### config.mk
export PLATFORM = sky130hd
export DESIGN_NAME = sst_scan
export DESIGN_NICKNAME = d
export VERILOG_FILES = /design/src/hdl/sst_scan.sv
export SDC_FILE = /design/constraint.sdc
export NUM_CORES = 1
export LEC_CHECK = 0
export ABC_AREA = 0
export BUFFER_PORTS_ARGS = -buffer_cell sky130_fd_sc_hd__buf_2
export CORE_UTILIZATION = 30
export DETAILED_ROUTE_END_ITERATION = 10
export SLEW_MARGIN = 25
export SYNTH_ARGS = -nofsm -noshare
export SYNTH_HDL_FRONTEND = slang
export SYNTH_SLANG_ARGS = --single-unit
### constraint.sdc
create_clock -name clk_i -period 7.4 [get_ports clk_i]
set_input_delay 1.11 -clock clk_i [delete_from_list [all_inputs] [get_ports clk_i]]
set_output_delay 1.11 -clock clk_i [all_outputs]
set_load 0.02 [all_outputs]
### src/hdl/sst_scan.sv
// Scan address generator with read tags aligned to memory read data.
`timescale 1ns / 1ps
module sst_scan #(
  parameter int FCNT_W = 3,
  parameter int FILE_W = 2,
  parameter int SLOT_W = 8,
  parameter int SUM_W  = 10
) (
  input  logic                     clk_i,
  input  logic                     rst_ni,
  input  logic                     start_i,
  input  logic                     stop_i,
  input  logic [FCNT_W-1:0]        f_lo_i,
  input  logic [FCNT_W-1:0]        f_end_i,
  input  logic [SUM_W-1:0]         b_lo_i,
  input  logic [SUM_W-1:0]         b_step_i,
  input  logic [SUM_W-1:0]         b_end_i,
  output logic [FILE_W+SLOT_W-1:0] addr_o,
  output logic                     tag_v_o,
  output logic [FILE_W-1:0]        tag_f_o,
  output logic [SLOT_W-1:0]        tag_b_o,
  output logic                     tag_last_f_o,
  output logic                     tag_last_o
);
  logic              busy_q;
  logic [FCNT_W-1:0] f_q, f_end_q, f_nx;
  logic [SUM_W-1:0]  b_q, b_lo_q, b_step_q, b_end_q, b_nx;
  logic              last_f, last;

  assign b_nx   = b_q + b_step_q;
  assign f_nx   = f_q + FCNT_W'(1);
  assign last_f = b_nx >= b_end_q;
  assign last   = last_f && (f_nx >= f_end_q);
  assign addr_o = {f_q[FILE_W-1:0], b_q[SLOT_W-1:0]};

  always_ff @(posedge clk_i or negedge rst_ni) begin
    if (!rst_ni) begin
      busy_q       <= 1'b0;
      f_q          <= '0;
      f_end_q      <= '0;
      b_q          <= '0;
      b_lo_q       <= '0;
      b_step_q     <= '0;
      b_end_q      <= '0;
      tag_v_o      <= 1'b0;
      tag_f_o      <= '0;
      tag_b_o      <= '0;
      tag_last_f_o <= 1'b0;
      tag_last_o   <= 1'b0;
    end else if (start_i) begin
      busy_q   <= 1'b1;
      f_q      <= f_lo_i;
      f_end_q  <= f_end_i;
      b_q      <= b_lo_i;
      b_lo_q   <= b_lo_i;
      b_step_q <= b_step_i;
      b_end_q  <= b_end_i;
      tag_v_o  <= 1'b0;
    end else if (stop_i) begin
      busy_q  <= 1'b0;
      tag_v_o <= 1'b0;
    end else begin
      tag_v_o <= busy_q;
      if (busy_q) begin
        tag_f_o      <= f_q[FILE_W-1:0];
        tag_b_o      <= b_q[SLOT_W-1:0];
        tag_last_f_o <= last_f;
        tag_last_o   <= last;
        if (last) begin
          busy_q <= 1'b0;
        end
        if (last_f) begin
          b_q <= b_lo_q;
          f_q <= f_nx;
        end else begin
          b_q <= b_nx;
        end
      end
    end
  end
endmodule

# Word-level counts from Yosys, hierarchy flattened

Index checks and enable logic that the tools add are counted.

Flip-flop bits (word level): 60
Input bits: 40
Output and inout port bits: 23
Logic and storage cells: 39

Add/subtract/negate cells: 2
Order comparisons: 2
Equal/unequal tests: 1
Mux-type cells: 14
Bitwise operators: 2
Reduce and logical (&&, ||, !) cells: 6

Operator list:

| operator              | number |
|---|---|
| $mux W10              | 4 |
| $mux W3               | 4 |
| $add A10 B10 Y10      | 1 |
| $ge A10 B10 Y1        | 1 |
| $mux W1               | 6 |
| $reduce_and A3 Y1     | 2 |
| $reduce_bool A2 Y1    | 2 |
| $add A3 B1 Y3 const B | 1 |
| $ge A3 B3 Y1          | 1 |
| $ne A2 B2 Y1 const B  | 1 |
| $not A1 Y1            | 2 |
| $reduce_and A2 Y1     | 1 |
| $logic_and A1 B1 Y1   | 1 |

# Logic depth before layout (Yosys ltp)

Word-level depth: 7
Gate-level depth with buffers: 12
Gate-level depth less buffers: 11

# Worst setup path after synthesis

No wires, ideal clock.

Path kind: reg2reg
Start: register b_q[0]
End: register b_q[7]
Setup time: 0.120 ns
Arrival: 2.882 ns
Required time: 7.280 ns
Path slack: 4.398 ns
Cell stages (with the launch flop): 12
Path buffers: 0
Period minus slack after synthesis: 3.002 ns
Cells stage by stage: dfrtp_1 > ha_1 > fa_1 > a211oi_1 > o21ai_0 > a31oi_1 > xnor2_1 > ha_1 > a31oi_1 > a21oi_1 > nand2_1 > a31o_2

Cells in the longest elaborated chain, start to end: 6

Ends and longest elaborated chain:

| what                   | line | text |
|---|---|---|
| start, declared        | 27   | `logic [SUM_W-1:0] b_q, b_lo_q, b_step_q, b_end_q, b_nx;` |
| start signal, assigned | 54   | `b_q <= b_lo_i;` |
| start signal, assigned | 73   | `b_q <= b_lo_q;` |
| start signal, assigned | 76   | `b_q <= b_nx;` |
| $add A10 B10 Y10 (*)   | 30   | `assign b_nx = b_q + b_step_q;` |
| $ge A10 B10 Y1         | 32   | `assign last_f = b_nx >= b_end_q;` |
| $mux W10 (*)           | 72   | `if (last_f) begin` |
| $mux W10 (*)           | 64   | `if (busy_q) begin` |
| $mux W10 (*)           | 59   | `end else if (stop_i) begin` |
| $mux W10 (*)           | 50   | `end else if (start_i) begin` |

Every way passes the cells marked *; elsewhere a longest branch is shown, timed or not. The select of a mux whose other input is x is not followed.
A chain may end at the register's enable or synchronous reset.

# Worst setup path after layout

Ends and elaborated chain as after synthesis.

==> impl_metrics.ini <==
[run_status]
status = completed

[cells_and_area]
layout.nets = 441
layout_commonest_cell = buf_2
num_antenna_cells = 0
stdcell_area_mm2 = 0.00379
final_cell_count_no_fill = 518
synthToLayoutAreaGrowth_pct = 15.5
layout-drive-gt1-share = 0.267
final_cell_mix = buf_2, dfrtp_1, nand2_1, ha_1, mux2_2

[logic_synthesis]
synth_edf_count = 0
synth_warnings = 0
synth.net_count = 391
syn_area_mm2 = 0.00328
ys_types = 43
ys_seq_area_frac = 0.457
syn_area_per_cell_um2 = 10.0
synthFlopType = dfrtp_1
synthCells = 327
ys_ff_latch = 60
synth_async_sr_flop_share = 1.00

[global_routing]
antenna_found_initial = 0
overflow = 0
grt_pass1_vias = 2558
grt_pass1_wl_mm = 12.8
track_usage = 0.147
grt_max_degree = 61

[route]
first_iter_violations = 135
drtPass1Iterations = 4
detail-route-antenna-nets = 0
drt_wl_total_mm = 7.84
drt-wirelength-per-cell_um = 15.1
remaining_drc_errors = 0
vias_per_cell = 4.94
vias = 2559

[pwr]
intPower_uw = 867
power.total_mw = 1.66
max-vdd-ir-drop_uv = 267
swShare = 0.478
leakagePower_nw = 1.81
p_seq_frac = 0.292
clkPwrFrac = 0.151
power.density_mw_per_mm2 = 438
combinationalPowerShare = 0.557
p_switching_uw = 795

[timing]
fmax_mhz = 264
skew_ns = 0.00745
min_period_ns = 3.79
setup_viol = 0
hold_ws_ns = 0.476
max_slew_margin = 0.376
tns_ns = 0
slew_violations = 0
finalHoldViolations = 0
grt_setup_unrepaired = no
worst-slew-pin-transition_ns = 0.935
period_share = 0.512

[setup_path]
crit_start = b_q[0]$_DFFE_PN0P_
timing.rr.start = b_q[0]$_DFFE_PN0P_
cp_max_fo = 8
crit_path_start_kind = register
r2r_slack_ns = 3.61
critPathKind = register to register
critPathArrivalTime_ns = 4.01
cp.required_ns = 7.62
cp-end-kind = register

[floorplan]
coreArea_mm2 = 0.0105
fp.dieH_um = 107
ios = 63
start_util = 0.314
die_area_mm2 = 0.0114
fp.dieW_um = 107
rows = 37

[clocking]
clk_pin_slew_ns = 0.06
cts-buffers-inserted = 9
cts.path.max_buffers = 2
cts.sinks = 60
cts_tree = built
htree_num_levels = 3
clock_latency_ns = 0.33
cts_setup_buffers = 0
cts_root_buf = clkbuf_8
cts_resized = 0
holdBufCountCts = 0

[placed_design]
hpwlAfterDp_mm = 5.54
numPlacedInstances = 502
gp_congestion = 0.792
post_dp_cell_area_mm2 = 0.00363
portBuffers = 62

[worst_hold_path]
hold_class = register to register
hp-start = tag_b_o[1]$_DFFE_PN0P_

[flow_run]
maxCapViolations = 0
==> cell families after synthesis <==
group | count (synthesis) | synth area share
and+or+nand+nor | 92 | 0.126
xor gates and xnor gates | 9 | 0.0240
buffers and inverters | 43 | 0.0652
DFF | 60 | 0.457
adders and majority gates | 24 | 0.0938
muxes | 21 | 0.0720
AOI/OAI and AO/OA | 78 | 0.162
==> synth_stat cells, types with 2 or more instances <==
cell type	number	area share
nand2_1	55	0.063
a21oi_2	2	0.0053
a31o_2	2	0.0053
and3_1	2	0.0038
a211oi_1	2	0.0046
mux2_2	21	0.072
xor2_1	5	0.013
a21o_1	6	0.014
o21ai_0	20	0.030
o31ai_1	5	0.011
nand3_1	9	0.014
a31oi_1	5	0.0095
a22oi_1	9	0.021
inv_1	19	0.022
clkbuf_1	6	0.0069
nand4_1	5	0.0095
nor3b_1	2	0.0046
buf_1	2	0.0023
buf_2	3	0.0046
nor2_1	8	0.0091
xnor2_1	4	0.011
nand2b_1	4	0.0076
ha_1	23	0.088
o2111ai_1	2	0.0053
o211ai_1	11	0.025
nor2b_1	2	0.0038
a21oi_1	6	0.0091
dfrtp_1	60	0.46
buf_4	13	0.030
==> power groups by stage <==
stage               combinational, mW  sequential (mW)  clock (mW)
floorplan                       0.675            0.509           0
global placement                0.894            0.491           0
detailed placement              0.920            0.492           0
CTS                             0.924            0.486       0.261
global route                     1.03            0.497       0.273
finish                          0.925            0.486       0.250
==> sequential cells by signal (all words and copies together) (netlist names) <==
name / cells
b_q: 10
b_lo_q: 10
tag_last_o: 1
tag_f_o: 2
b_end_q: 10
f_q: 3
tag_b_o: 8
busy_q: 1
tag_last_f_o: 1
b_step_q: 10
f_end_q: 3
tag_v_o: 1
==> worst max-delay path, cell delays in order (launching register included) <==
cell and delay (ns):
dfrtp_1 0.41, ha_1 0.26, fa_1 0.44, a211oi_1 0.37, o21ai_0 0.18, a31oi_1 0.22, xnor2_1 0.12, ha_1 0.32
a31oi_1 0.10, a21oi_1 0.55, nand2_1 0.38, a31o_2 0.33
==> layer usage <==
metal / global-route usage / up-vias / routed length [µm]
met5: 0 / - / 0
met2: 0.243 / 76 / 3850
met1: 0.183 / 1224 / 3490
met3: 0.0407 / 5 / 457
met4: 0.0538 / 0 / 47
li1: - / 1254 / -
==> cell type report <==
cell class / instances / area [µm²]
clock buffer: 14 / 153
clock inverter: 2 / 10.0
fill: 1110 / 6670
inverter: 19 / 71.3
multi-input combinational: 224 / 1570
sequential: 60 / 1500
tap: 136 / 170
timing repair buffer: 63 / 320
==> stage by stage <==
step | utilization | worst slack [ns]
after floorplan | - | 4.40
after global placement | 0.347 | 3.54
after detailed placement | 0.347 | 3.41
after CTS | 0.362 | 3.67
after global routing | 0.363 | 3.31
final | 0.363 | 3.61
==> worst paths after layout <==
check	cells past startpoint	endpoint
max	11	b_q[7]$_DFFE_PN0P_
min	2	tag_b_o[1]$_DFFE_PN0P_
max reg2reg	11	b_q[7]$_DFFE_PN0P_
min reg2reg	2	tag_b_o[1]$_DFFE_PN0P_
max in group asynchronous	2	b_q[8]$_DFFE_PN0P_
min in group asynchronous	2	f_end_q[1]$_DFFE_PN0P_
(Power assumes the default switching activity.)
